### src/hw/rtl/lsfd_pkg.sv
// ----------------------------------------------------------------------------
// lsfd_pkg
// Shared types and constants of the lidar scan frame decoder.
// ----------------------------------------------------------------------------
package lsfd_pkg;

  localparam logic [7:0] HDR_BYTE0 = 8'hAA;
  localparam logic [7:0] HDR_BYTE1 = 8'h55;

  // Frame positions of the header fields that the decoder needs.
  localparam int POS_FIRST_DATA = 2;
  localparam int POS_COUNT      = 3;
  localparam int POS_START_LO   = 4;
  localparam int POS_START_HI   = 5;
  localparam int POS_END_LO     = 6;
  localparam int POS_END_HI     = 7;
  // Point k takes its distance from positions 2k+10 and 2k+11.
  localparam int DIST_BASE      = 10;

  localparam int CNT_MAX  = 40;
  localparam int CNT_W    = 6;
  localparam int ANG_W    = 9;
  localparam int SPAN_W   = 11;
  localparam int DIV_BITS = 10;
  localparam int DIST_W   = 14;
  localparam int OUT_ANG_W = 10;

  localparam logic [SPAN_W-1:0] ANGLE_FULL = 11'd360;

  typedef struct packed {
    logic                     bank;
    logic [CNT_W-1:0]         last_k;
    logic [ANG_W-1:0]         start;
    logic signed [SPAN_W-1:0] span;
  } frame_desc_t;

  typedef struct packed {
    logic valid;
    logic bank;
  } bank_rel_t;

endpackage

### src/hw/rtl/lsfd_ram.sv
// ----------------------------------------------------------------------------
// lsfd_ram
// Generic single-write, single-read RAM with registered read data.
// ----------------------------------------------------------------------------
module lsfd_ram #(
  parameter int WIDTH = 8,
  parameter int DEPTH = 256
) (
  input  logic                     clk,
  input  logic                     we,
  input  logic [$clog2(DEPTH)-1:0] waddr,
  input  logic [WIDTH-1:0]         wdata,
  input  logic [$clog2(DEPTH)-1:0] raddr,
  output logic [WIDTH-1:0]         rdata
);

  logic [WIDTH-1:0] mem [DEPTH];

  always_ff @(posedge clk) begin
    if (we) begin
      mem[waddr] <= wdata;
    end
    rdata <= mem[raddr];
  end

endmodule

### src/hw/rtl/lsfd_desc_fifo.sv
// ----------------------------------------------------------------------------
// lsfd_desc_fifo
// Two-entry queue of completed frame descriptors between front and back.
// ----------------------------------------------------------------------------
module lsfd_desc_fifo (
  input  logic                 clk,
  input  logic                 rst_n,
  input  logic                 push,
  input  lsfd_pkg::frame_desc_t push_desc,
  input  logic                 pop,
  output logic                 head_valid,
  output lsfd_pkg::frame_desc_t head_desc
);
  import lsfd_pkg::*;

  frame_desc_t entry_r [2];
  logic        wr_ptr_r, wr_ptr_nxt;
  logic        rd_ptr_r, rd_ptr_nxt;
  logic [1:0]  fill_r, fill_nxt;
  logic        do_push, do_pop;

  assign do_push    = push && (fill_r != 2'd2);
  assign do_pop     = pop && (fill_r != 2'd0);
  assign head_valid = (fill_r != 2'd0);
  assign head_desc  = entry_r[rd_ptr_r];

  always_comb begin
    wr_ptr_nxt = do_push ? ~wr_ptr_r : wr_ptr_r;
    rd_ptr_nxt = do_pop ? ~rd_ptr_r : rd_ptr_r;
    fill_nxt   = fill_r + {1'b0, do_push} - {1'b0, do_pop};
  end

  always_ff @(posedge clk) begin
    if (!rst_n) begin
      wr_ptr_r <= 1'b0;
      rd_ptr_r <= 1'b0;
      fill_r   <= 2'd0;
    end else begin
      wr_ptr_r <= wr_ptr_nxt;
      rd_ptr_r <= rd_ptr_nxt;
      fill_r   <= fill_nxt;
    end
  end

  always_ff @(posedge clk) begin
    if (do_push) begin
      entry_r[wr_ptr_r] <= push_desc;
    end
  end

endmodule

### src/hw/rtl/lsfd_front.sv
// ----------------------------------------------------------------------------
// lsfd_front
// Header hunt, frame byte storage and frame descriptor generation.
// ----------------------------------------------------------------------------
module lsfd_front #(
  parameter int FRAME_BYTES = 90,
  parameter int POS_W       = 7
) (
  input  logic                 clk,
  input  logic                 rst_n,
  input  logic                 in_tvalid,
  output logic                 in_tready,
  input  logic [7:0]           in_tdata,
  output logic                 ram_we,
  output logic [POS_W:0]       ram_waddr,
  output logic [7:0]           ram_wdata,
  output logic                 push,
  output lsfd_pkg::frame_desc_t push_desc,
  input  lsfd_pkg::bank_rel_t   rel
);
  import lsfd_pkg::*;

  localparam int FIT_CNT   = (FRAME_BYTES - 10) / 2;
  localparam int CLAMP_CNT = (FIT_CNT < CNT_MAX) ? FIT_CNT : CNT_MAX;

  logic [POS_W-1:0] pos_r, pos_nxt;
  logic             bank_r, bank_nxt;
  logic [1:0]       busy_r, busy_nxt;
  logic [7:0]       cnt_byte_r;
  logic             start_lsb_r;
  logic [7:0]       start_hi_r;
  logic             end_lsb_r;
  logic [7:0]       end_hi_r;

  logic             accept;
  logic             storing;
  logic             is_last;
  logic [CNT_W-1:0] cnt_clamped;
  logic [ANG_W-1:0] ang_start;
  logic [ANG_W-1:0] ang_stop;
  logic [SPAN_W-1:0] span_raw;

  assign storing   = (pos_r >= POS_W'(POS_FIRST_DATA));
  assign in_tready = !(storing && busy_r[bank_r]);
  assign accept    = in_tvalid && in_tready;
  assign is_last   = (pos_r == POS_W'(FRAME_BYTES - 1));

  assign ram_we    = accept && storing;
  assign ram_waddr = {bank_r, pos_r};
  assign ram_wdata = in_tdata;

  // The angle fields are ((hi << 7) + (lo >> 1)) / 64, which keeps hi and lo[7].
  assign ang_start = {start_hi_r, start_lsb_r};
  assign ang_stop  = {end_hi_r, end_lsb_r};

  always_comb begin
    if (cnt_byte_r > 8'(CLAMP_CNT)) begin
      cnt_clamped = CNT_W'(CLAMP_CNT);
    end else begin
      cnt_clamped = cnt_byte_r[CNT_W-1:0];
    end
    if (ang_stop < ang_start) begin
      span_raw = ANGLE_FULL - {2'b00, ang_start} + {2'b00, ang_stop};
    end else begin
      span_raw = {2'b00, ang_stop} - {2'b00, ang_start};
    end
  end

  assign push = accept && storing && is_last && (cnt_clamped >= CNT_W'(2));

  always_comb begin
    push_desc.bank   = bank_r;
    push_desc.last_k = cnt_clamped - CNT_W'(1);
    push_desc.start  = ang_start;
    push_desc.span   = $signed(span_raw);
  end

  always_comb begin
    pos_nxt  = pos_r;
    bank_nxt = bank_r;
    busy_nxt = busy_r;
    if (rel.valid) begin
      busy_nxt[rel.bank] = 1'b0;
    end
    if (push) begin
      busy_nxt[bank_r] = 1'b1;
      bank_nxt         = ~bank_r;
    end
    if (accept) begin
      if (pos_r == POS_W'(0)) begin
        pos_nxt = (in_tdata == HDR_BYTE0) ? POS_W'(1) : POS_W'(0);
      end else if (pos_r == POS_W'(1)) begin
        pos_nxt = (in_tdata == HDR_BYTE1) ? POS_W'(POS_FIRST_DATA) : POS_W'(0);
      end else if (is_last) begin
        pos_nxt = POS_W'(0);
      end else begin
        pos_nxt = pos_r + POS_W'(1);
      end
    end
  end

  always_ff @(posedge clk) begin
    if (!rst_n) begin
      pos_r  <= '0;
      bank_r <= 1'b0;
      busy_r <= 2'b00;
    end else begin
      pos_r  <= pos_nxt;
      bank_r <= bank_nxt;
      busy_r <= busy_nxt;
    end
  end

  always_ff @(posedge clk) begin
    if (accept) begin
      if (pos_r == POS_W'(POS_COUNT)) begin
        cnt_byte_r <= in_tdata;
      end
      if (pos_r == POS_W'(POS_START_LO)) begin
        start_lsb_r <= in_tdata[7];
      end
      if (pos_r == POS_W'(POS_START_HI)) begin
        start_hi_r <= in_tdata;
      end
      if (pos_r == POS_W'(POS_END_LO)) begin
        end_lsb_r <= in_tdata[7];
      end
      if (pos_r == POS_W'(POS_END_HI)) begin
        end_hi_r <= in_tdata;
      end
    end
  end

endmodule

### src/hw/rtl/lsfd_back.sv
// ----------------------------------------------------------------------------
// lsfd_back
// Per-frame step division and point generation from the stored frame.
// ----------------------------------------------------------------------------
module lsfd_back #(
  parameter int POS_W = 7
) (
  input  logic                 clk,
  input  logic                 rst_n,
  input  logic                 q_valid,
  input  lsfd_pkg::frame_desc_t q_desc,
  output logic                 q_pop,
  output logic [POS_W:0]       ram_raddr,
  input  logic [7:0]           ram_rdata,
  output lsfd_pkg::bank_rel_t   rel,
  output logic                 out_tvalid,
  input  logic                 out_tready,
  output logic [23:0]          out_tdata,
  output logic                 out_tuser,
  output logic                 out_tlast
);
  import lsfd_pkg::*;

  localparam logic [2:0] ST_IDLE = 3'd0;
  localparam logic [2:0] ST_DIV  = 3'd1;
  localparam logic [2:0] ST_FIN  = 3'd2;
  localparam logic [2:0] ST_RDLO = 3'd3;
  localparam logic [2:0] ST_RDHI = 3'd4;
  localparam logic [2:0] ST_CAPT = 3'd5;
  localparam logic [2:0] ST_OUT  = 3'd6;

  logic [2:0]               state_r, state_nxt;
  logic                     bank_r;
  logic [CNT_W-1:0]         last_k_r;
  logic [CNT_W-1:0]         k_r;
  logic [ANG_W-1:0]         start_r;
  logic                     neg_r;
  logic [DIV_BITS-1:0]      quo_r;
  logic [CNT_W-1:0]         rem_r;
  logic [3:0]               div_cnt_r;
  logic signed [SPAN_W-1:0] step_r;
  logic signed [SPAN_W-1:0] ang_r;
  logic [7:0]               lo_r;
  logic [DIST_W-1:0]        dist_r;

  logic [SPAN_W-1:0]        span_abs;
  logic [CNT_W:0]           trial;
  logic                     trial_ge;
  logic signed [SPAN_W-1:0] step_fin;
  logic [POS_W-1:0]         pos_lo;
  logic                     is_last_pt;

  assign q_pop      = (state_r == ST_IDLE) && q_valid;
  assign span_abs   = q_desc.span[SPAN_W-1] ? SPAN_W'(-q_desc.span) : q_desc.span;
  assign trial      = {rem_r, quo_r[DIV_BITS-1]};
  assign trial_ge   = (trial >= {1'b0, last_k_r});
  assign step_fin   = neg_r ? -$signed({1'b0, quo_r}) : $signed({1'b0, quo_r});
  assign is_last_pt = (k_r == last_k_r);

  assign pos_lo = POS_W'({k_r, 1'b0}) + POS_W'(DIST_BASE);
  always_comb begin
    if (state_r == ST_RDHI) begin
      ram_raddr = {bank_r, pos_lo | POS_W'(1)};
    end else begin
      ram_raddr = {bank_r, pos_lo};
    end
  end

  assign out_tvalid = (state_r == ST_OUT);
  assign out_tdata  = {dist_r, ang_r[OUT_ANG_W-1:0]};
  // Angles are never negative, so an unsigned compare is exact.
  assign out_tuser  = ($unsigned(ang_r) < ANGLE_FULL);
  assign out_tlast  = is_last_pt;

  assign rel.valid = (state_r == ST_OUT) && out_tready && is_last_pt;
  assign rel.bank  = bank_r;

  always_comb begin
    state_nxt = state_r;
    case (state_r)
      ST_IDLE: begin
        if (q_valid) begin
          state_nxt = ST_DIV;
        end
      end
      ST_DIV: begin
        if (div_cnt_r == 4'd1) begin
          state_nxt = ST_FIN;
        end
      end
      ST_FIN:  state_nxt = ST_RDLO;
      ST_RDLO: state_nxt = ST_RDHI;
      ST_RDHI: state_nxt = ST_CAPT;
      ST_CAPT: state_nxt = ST_OUT;
      ST_OUT: begin
        if (out_tready) begin
          state_nxt = is_last_pt ? ST_IDLE : ST_RDLO;
        end
      end
      default: state_nxt = ST_IDLE;
    endcase
  end

  always_ff @(posedge clk) begin
    if (!rst_n) begin
      state_r <= ST_IDLE;
    end else begin
      state_r <= state_nxt;
    end
  end

  always_ff @(posedge clk) begin
    case (state_r)
      ST_IDLE: begin
        if (q_valid) begin
          bank_r    <= q_desc.bank;
          last_k_r  <= q_desc.last_k;
          start_r   <= q_desc.start;
          neg_r     <= q_desc.span[SPAN_W-1];
          quo_r     <= span_abs[DIV_BITS-1:0];
          rem_r     <= '0;
          div_cnt_r <= 4'(DIV_BITS);
          k_r       <= CNT_W'(1);
        end
      end
      ST_DIV: begin
        // One restoring division step per cycle; the quotient shifts in at the bottom.
        if (trial_ge) begin
          rem_r <= CNT_W'(trial - {1'b0, last_k_r});
        end else begin
          rem_r <= trial[CNT_W-1:0];
        end
        quo_r     <= {quo_r[DIV_BITS-2:0], trial_ge};
        div_cnt_r <= div_cnt_r - 4'd1;
      end
      ST_FIN: begin
        step_r <= step_fin;
        ang_r  <= $signed({2'b00, start_r}) + step_fin;
      end
      ST_RDHI: begin
        lo_r <= ram_rdata;
      end
      ST_CAPT: begin
        dist_r <= {ram_rdata, lo_r[7:2]};
      end
      ST_OUT: begin
        if (out_tready && !is_last_pt) begin
          k_r   <= k_r + CNT_W'(1);
          ang_r <= ang_r + step_r;
        end
      end
      default: begin
      end
    endcase
  end

endmodule

### src/hw/rtl/lidar_scan_frame_decoder_core.sv
// ----------------------------------------------------------------------------
// lidar_scan_frame_decoder_core
// Lidar scan frame decoder: byte stream in, one transaction per sample point out.
// ----------------------------------------------------------------------------
// The input takes one byte per cycle. The front hunts for the 0xAA 0x55 header,
// stores the frame into one of two RAM banks and hands a descriptor to the back
// through a two-entry queue, so bytes of the next frame are taken while the
// previous frame is still being decoded; input stalls only if both banks still
// hold frames not yet fully emitted. Per frame the back runs a bit-serial
// division of the angle span by count-1, then for each point two registered
// RAM reads, a capture and an output state, plus any output stall. A frame of
// the default 90 bytes yields at most 39 points.
module lidar_scan_frame_decoder_core #(
  parameter int FRAME_BYTES = 90
) (
  input  logic        clk,
  input  logic        rst_n,
  input  logic        in_tvalid,
  output logic        in_tready,
  input  logic [7:0]  in_tdata,   // [7:0] rx_byte
  output logic        out_tvalid,
  input  logic        out_tready,
  output logic [23:0] out_tdata,  // [9:0] point_angle, [23:10] point_distance
  output logic        out_tuser,  // [0] in_range
  output logic        out_tlast
);
  import lsfd_pkg::*;

  localparam int POS_W = $clog2(FRAME_BYTES);

  logic           ram_we;
  logic [POS_W:0] ram_waddr;
  logic [7:0]     ram_wdata;
  logic [POS_W:0] ram_raddr;
  logic [7:0]     ram_rdata;
  logic           push;
  frame_desc_t    push_desc;
  logic           pop;
  logic           head_valid;
  frame_desc_t    head_desc;
  bank_rel_t      rel;

  lsfd_front #(
    .FRAME_BYTES (FRAME_BYTES),
    .POS_W       (POS_W)
  ) u_front (
    .clk       (clk),
    .rst_n     (rst_n),
    .in_tvalid (in_tvalid),
    .in_tready (in_tready),
    .in_tdata  (in_tdata),
    .ram_we    (ram_we),
    .ram_waddr (ram_waddr),
    .ram_wdata (ram_wdata),
    .push      (push),
    .push_desc (push_desc),
    .rel       (rel)
  );

  lsfd_ram #(
    .WIDTH (8),
    .DEPTH (2 ** (POS_W + 1))
  ) u_ram (
    .clk   (clk),
    .we    (ram_we),
    .waddr (ram_waddr),
    .wdata (ram_wdata),
    .raddr (ram_raddr),
    .rdata (ram_rdata)
  );

  lsfd_desc_fifo u_fifo (
    .clk        (clk),
    .rst_n      (rst_n),
    .push       (push),
    .push_desc  (push_desc),
    .pop        (pop),
    .head_valid (head_valid),
    .head_desc  (head_desc)
  );

  lsfd_back #(
    .POS_W (POS_W)
  ) u_back (
    .clk        (clk),
    .rst_n      (rst_n),
    .q_valid    (head_valid),
    .q_desc     (head_desc),
    .q_pop      (pop),
    .ram_raddr  (ram_raddr),
    .ram_rdata  (ram_rdata),
    .rel        (rel),
    .out_tvalid (out_tvalid),
    .out_tready (out_tready),
    .out_tdata  (out_tdata),
    .out_tuser  (out_tuser),
    .out_tlast  (out_tlast)
  );

endmodule
### config.mk
export PLATFORM = sky130hd
export DESIGN_NAME = lidar_scan_frame_decoder_core
export DESIGN_NICKNAME = d
export VERILOG_FILES = /design/src/hw/rtl/lsfd_pkg.sv /design/src/hw/rtl/lsfd_ram.sv /design/src/hw/rtl/lsfd_desc_fifo.sv /design/src/hw/rtl/lsfd_front.sv /design/src/hw/rtl/lsfd_back.sv /design/src/hw/rtl/lidar_scan_frame_decoder_core.sv
export SDC_FILE = /design/constraint.sdc
export NUM_CORES = 2
export LEC_CHECK = 0
export BUFFER_PORTS_ARGS = -buffer_cell sky130_fd_sc_hd__buf_2
export CELL_PAD_IN_SITES_DETAIL_PLACEMENT = 2
export CELL_PAD_IN_SITES_GLOBAL_PLACEMENT = 2
export CORE_UTILIZATION = 45
export DETAILED_ROUTE_END_ITERATION = 10
export GPL_TIMING_DRIVEN = 1
export PLACE_DENSITY = 0.74
export SLEW_MARGIN = 20
export SYNTH_ARGS = -nofsm -noshare
export SYNTH_HDL_FRONTEND = slang
export SYNTH_SLANG_ARGS = --single-unit
### constraint.sdc
create_clock -name clk -period 3.8 [get_ports clk]
set_input_delay 0.76 -clock clk [delete_from_list [all_inputs] [get_ports clk]]
set_output_delay 0.76 -clock clk [all_outputs]
set_load 0.005 [all_outputs]
* Yosys cells after proc, flatten, opt, wreduce, memory -nomap -nowiden
Memory sizes are Yosys's and may differ from the RTL's. A register that Yosys moved wholly into a read port is not among the register bits.
Index checks and enable logic that the tools add are counted.
W data, S select, Z words.
** Storage, ports and cells
- ROM bits :: 0
- RAM bits :: 2102
- Bits in latches :: 0
- Output and inout port bits :: 28
- Memories kept :: 2
- Register bits after elaboration :: 130
** Memories
- u_ram.mem :: depth 256, bits a word 8, rd ports 1, clocked after memory_dff 1, write ports 1, RTL line lsfd_ram.sv:17 : logic [WIDTH-1:0] mem [DEPTH];
- u_fifo.entry_r :: depth 2, bits a word 27, rd ports 1, clocked after memory_dff 1, write ports 1, RTL line lsfd_desc_fifo.sv:16 : frame_desc_t entry_r [2];
** Operators by class
- Equality and inequality tests :: 22
- Multiply operators :: 0
- Add/subtract/negate cells :: 15
- $lt $le $gt $ge :: 10
- Multiplexer cells :: 41
- Reductions and logical operators :: 31
- Shift-type cells :: 0
- Divide/modulo/power cells :: 0
- Bitwise gates (word level) :: 6
** Operator list (number)
- $mux W11 :: 3
- $mux W6 :: 5
- $eq A7 B3 Y1 const B :: 4
- $pmux W6 S2 :: 2
- $pmux W11 S2 :: 1
- $mux W7 :: 3
- $pmux W3 S7 :: 1
- $mux W10 :: 2
- $pmux W10 S2 :: 1
- $reduce_and A2 Y1 :: 8
- $logic_and A1 B1 Y1 :: 13
- $mux W1 :: 12
- $add A10 B11 Y11 :: 1
- $add A11 B11 Y11 :: 1
- $add A11 B9 Y11 :: 1
- $lt A11 B9 Y1 const B :: 1
- $neg A10 Y11 :: 1
- $neg A10 Y10 :: 1
- $sub A9 B9 Y10 :: 1
- $sub A9 B9 Y10 const A :: 1
- $eq A3 B3 Y1 const B :: 3
- $lt A9 B9 Y1 :: 1
- $mux W3 :: 3
- $eq A8 B7 Y1 const B :: 1
- other kinds (37) :: 54

* Depth between registers and ports, before layout
- Depth after elaboration :: 11
- Mapped depth :: 14

* Cells and area by module
From an unflattened synthesis, not the netlist that was laid out.
** Second synthesis, totals
- Cell total of the unflattened synthesis :: 4563
- Area total of the unflattened synthesis :: 89587.2 um^2
** By module, submodules not included
- lsfd_ram :: cells each 3733, area an instance 79556.3 um^2, instances 1
- lsfd_back :: cells each 431, area an instance 4943.5 um^2, instances 1
- lsfd_front :: cells each 290, area an instance 2800.2 um^2, instances 1
- lsfd_desc_fifo :: cells each 109, area an instance 2287.2 um^2, instances 1

* Worst setup path before layout
OpenSTA, ideal clock, no wires.
- Path kind :: input-to-reg
- From :: input port in_tvalid
- To :: memory u_fifo.entry_r[0][0] in the netlist's numbering, enable pin
- Setup time :: 0.412 ns
- Slack :: 0.170 ns
- Buffers on the path :: 1
- Cell stages on the path :: 6
- Required time :: 3.388 ns
- Arrival :: 3.217 ns
- Path through :: and2_1 clkbuf_1 nand3_1 a311oi_1 o21ai_0 nor2_1
** On the way
- Longest elaborated chain between the ends :: 7
** Ends and longest elaborated chain
- start, declared :: RTL line lidar_scan_frame_decoder_core.sv:18 : input logic in_tvalid,
- $logic_and A1 B1 Y1 :: RTL line lsfd_front.sv:45 : assign accept = in_tvalid && in_tready;
- $logic_and A1 B1 Y1 (3 in series) :: RTL line lsfd_front.sv:69 : assign push = accept && storing && is_last && (cnt_clamped >= CNT_W'(2));
- $logic_and A1 B1 Y1 :: RTL line lsfd_desc_fifo.sv:22 : assign do_push = push && (fill_r != 2'd2);
- $mux W1 :: RTL line lsfd_desc_fifo.sv:46 : if (do_push) begin
- $mux W1 (not written as such) :: RTL line lsfd_desc_fifo.sv:47 : entry_r[wr_ptr_r] <= push_desc;
- end, declared :: RTL line lsfd_desc_fifo.sv:16
Every way passes these cells.

* Final worst setup path
- From :: register u_back.k_r[0]
- To :: register u_ram.rdata[6], read port of u_ram.mem
** On the way
- Longest elaborated chain between the ends :: 1
** Ends and longest elaborated chain
- start, declared :: RTL line lsfd_back.sv:35 : logic [CNT_W-1:0] k_r;
- start signal, assigned :: RTL line lsfd_back.sv:148 : k_r <= k_r + CNT_W'(1);
- $add A7 B4 Y7 :: RTL line lsfd_back.sv:60 : assign pos_lo = POS_W'({k_r, 1'b0}) + POS_W'(DIST_BASE);
- end, declared :: RTL line lsfd_ram.sv:14 : output logic [WIDTH-1:0] rdata
Every way passes these cells.
A chain may end at the register's enable or synchronous reset.

==> results.json <==
{
  "p_per_area_mw_per_mm2": 576,
  "final_core_utilization_pct": 52.0,
  "cp-start-kind": "flop",
  "hpwlAfterDp_um": 193000,
  "synth_top_family_by_area": "multiplexers",
  "vias_per_cell": 6.53,
  "postRouteAntennaNets": 0,
  "grt_antenna_before_repair": 14,
  "clockBufferDepth": 3,
  "syn_avg_cell_area_um2": 19.9,
  "synth_simple_gate_area_share_pct": 3.69,
  "postSynthCellCount": 4519,
  "io_buffers": 39,
  "start_util_pct": 45.4,
  "wl_met2_um": 160000,
  "path_class": "reg2reg",
  "worst_skew_pair.late_latency_ns": 0.89,
  "area_growth_pct": 14.6,
  "ys_warn_count": 0,
  "fin_ws_ns": -0.0237,
  "synth-edff-count": 2213,
  "routed-wl-met3_um": 25200,
  "setup.worst_path.end_class": "flop",
  "synth_compound_area_share_pct": 2.99,
  "crit_path_max_fanout": 32,
  "netSwitchingPower_mw": 16.1,
  "timing.final.crit_share_pct": 101,
  "maxSlewViolCount": 0,
  "wl_met1_um": 118000,
  "numCtsBuffers": 230,
  "grt_pass1_wl_um": 446000,
  "final_nets": 5013,
  "skew_ns": 0.0697,
  "synth_seq_cells": 2239,
  "grt_usage_pct": 31.7,
  "peakVddDrop_uv": 509,
  "num_vias": 50800,
  "outcome": "finished, violations left",
  "place_congestion": 0.828,
  "worstPathRequired_ns": 4.57,
  "grt_pass1_vias": 53600,
  "drc": 0,
  "failed_checks": "negative setup slack",
  "coreArea_mm2": 0.198,
  "seqPwrFrac_pct": 47.4,
  "relSlewSlack_pct": 22.9,
  "drtIter0Drc": 5676,
  "fin_hold_ws_ns": 0.300,
  "synthMuxAreaShare_pct": 14.9,
  "synth-xor-area-share_pct": 0.732,
  "min_period_ns": 3.82,
  "power_mw": 59.2,
  "ys.flop_type": "edfxtp_1",
  "holdBufCountCts": 0,
  "layout-drive-gt1-share_pct": 25.4,
  "yosysSeqAreaShare_pct": 74.6,
  "hold_path_class": "in2reg",
  "total_leakage_power_nw": 33.2,
  "synth_cell_types": 84,
  "synthAdderAreaFrac_pct": 0.934,
  "worstPathArrival_ns": 4.60,
  "pwr-share-clk_pct": 39.1,
  "cts_tree": "yes",
  "p_int_mw": 43.1,
  "drt-pass1-iter-count": 6,
  "wl_per_cell_um": 41.2,
  "die-area_mm2": 0.201,
  "grt_max_degree": 159,
  "setup-violations-final": 1,
  "top_layer_used": "met5",
  "layout_common_cells": "edfxtp_1 (2213), mux4_2 (431), nor2_1 (370)",
  "async_flop_share_pct": 0,
  "io_pins": 40,
  "cts-root-buf": "clkbuf_16",
  "maxCapViolCount": 0,
  "dieWidth_um": 449,
  "swShare_pct": 27.1,
  "hold_viol_final": 0,
  "cts_htree_levels": 4,
  "layout_commonest_cell": "edfxtp_1",
  "netlist_area_mm2": 0.0897,
  "clk_pin_slew_worst_paths_ns": 0.08,
  "num_rows": 163,
  "pre_cts_ws_ns": -0.458,
  "fp.dieH_um": 449,
  "grt-ovfl-total": 0,
  "combPwrFrac_pct": 13.5,
  "worst_pin_slew_ns": 1.15,
  "syn-num-nets": 4595,
  "totalWireLength_um": 320000,
  "rsz0062_at_grt": "false",
  "clock_sinks": 2239,
  "max_freq_ghz": 0.262
}
-- registers in the layout (all words and copies together) (netlist names), 7 cells and up, named ones only --
name / flops
u_fifo.entry_r: 54
u_front.end_hi_r: 8
u_front.start_hi_r: 8
u_front.pos_r: 7
u_back.start_r: 9
u_back.ang_r: 11
u_back.quo_r: 10
u_ram.mem: 2048
u_back.dist_r: 14
u_front.cnt_byte_r: 8
u_back.step_r: 11
u_ram.rdata: 8
-- kinds of logic after synthesis --
family,Yosys count
AO/OA/AOI/OAI,395
AND/OR/NAND/NOR,746
XOR/XNOR,75
buffers and inverters,308
flip-flops,2239
adder cells (fa/ha/maj),64
multiplexers,692
-- cell type report --
cell class | instances | area [um2]
multi-input combinational | 1972 | 21100
fill | 17000 | 95000
sequential | 2239 | 67000
tap | 2640 | 3300
clock buffer | 294 | 6080
inverter | 53 | 233
clock inverter | 137 | 1310
timing repair buffer | 441 | 3830
antenna | 4 | 10.0
-- cells in the mapped netlist (all sizes together), types with 8 or more instances --
master,instances,area (um2)
a211oi,9,67.6
or3,11,68.8
mux2,60,676
nand2b,10,62.6
a21o,11,82.6
nor3,28,145
xnor2,59,517
dfxtp,26,521
o22ai,56,350
buf,114,1050
a21oi,50,250
o211ai,9,67.6
nand2,149,559
clkbuf,137,616
a22oi,22,165
mux2i,141,1410
ha,59,738
a31oi,8,50.1
nor4,8,50.1
and3,15,93.8
and2,24,150
nor2,376,1410
mux4,491,11300
o21ai,98,490
inv,53,206
a32oi,30,263
nand4,25,156
or4,8,60.1
edfxtp,2213,66500
nand3,53,265
o2bb2ai,8,70.1
nor2b,16,100
a32o,11,110
xor2,16,140
o21a,9,67.6
-- power by group through the flow --
| stage | sequential, mW | clock [mW] | combinational (mW) |
|---|---|---|---|
| after global placement | 28.5 | 0 | 7.18 |
| final | 28.1 | 23.2 | 7.97 |
| after global routing | 28.1 | 24.0 | 8.28 |
| after detailed placement | 28.6 | 0 | 7.59 |
| after floorplan | 28.3 | 0 | 4.33 |
| after CTS | 28.1 | 23.4 | 7.89 |
-- worst max-delay path, cell delays in order, from the launching register on --
cell,delay (ns)
edfxtp_1,0.40
buf_4,0.35
a21oi_1,0.22
xnor2_2,0.60
or3_1,0.29
buf_12,0.25
o22ai_1,0.15
a32oi_1,0.63
nand4_1,0.34
a311oi_4,0.42
-- stage by stage --
step	instances	instance area (um2)	TNS, ns
CTS	7775	103000	0
floorplan	4519	89700	0
global placement	7343	95200	-0.354
finish	7780	103000	-0.0237
global route	7776	103000	0
detailed placement	7343	95200	-1.39
-- final timing paths --
| path | from | endpoint | slack, ns | cells past startpoint |
|---|---|---|---|---|
| setup / recovery | u_back.k_r[0] | u_ram.rdata[6] | -0.02 | 9 |
| hold reg to reg | u_back.lo_r[4] | u_back.dist_r[2] | 0.43 | 0 |
| setup reg to reg | u_back.k_r[0] | u_ram.rdata[6] | -0.02 | 9 |
| hold / removal | in_tdata[5] | u_ram.mem[83][5] | 0.30 | 1 |
-- what timing repair did --
action / 4_1_cts / 5_1_grt
endpoints found under the setup margin: 9 / 55
hold endpoints to repair: 0 / 0
buffers inserted: 0 / 0
resized for setup: 17 / 9
pin swaps: 1 / 1
cloned: 1 / 1
-- layer usage --
| layer | vias to the layer above | track usage (%) |
|---|---|---|
| li1 | 19400 | - |
| met1 | 27600 | 39.8 |
| met2 | 3019 | 53.3 |
| met3 | 745 | 6.15 |
| met4 | 16 | 14.4 |
| met5 | - | 0 |
(Power assumes the default switching activity.)
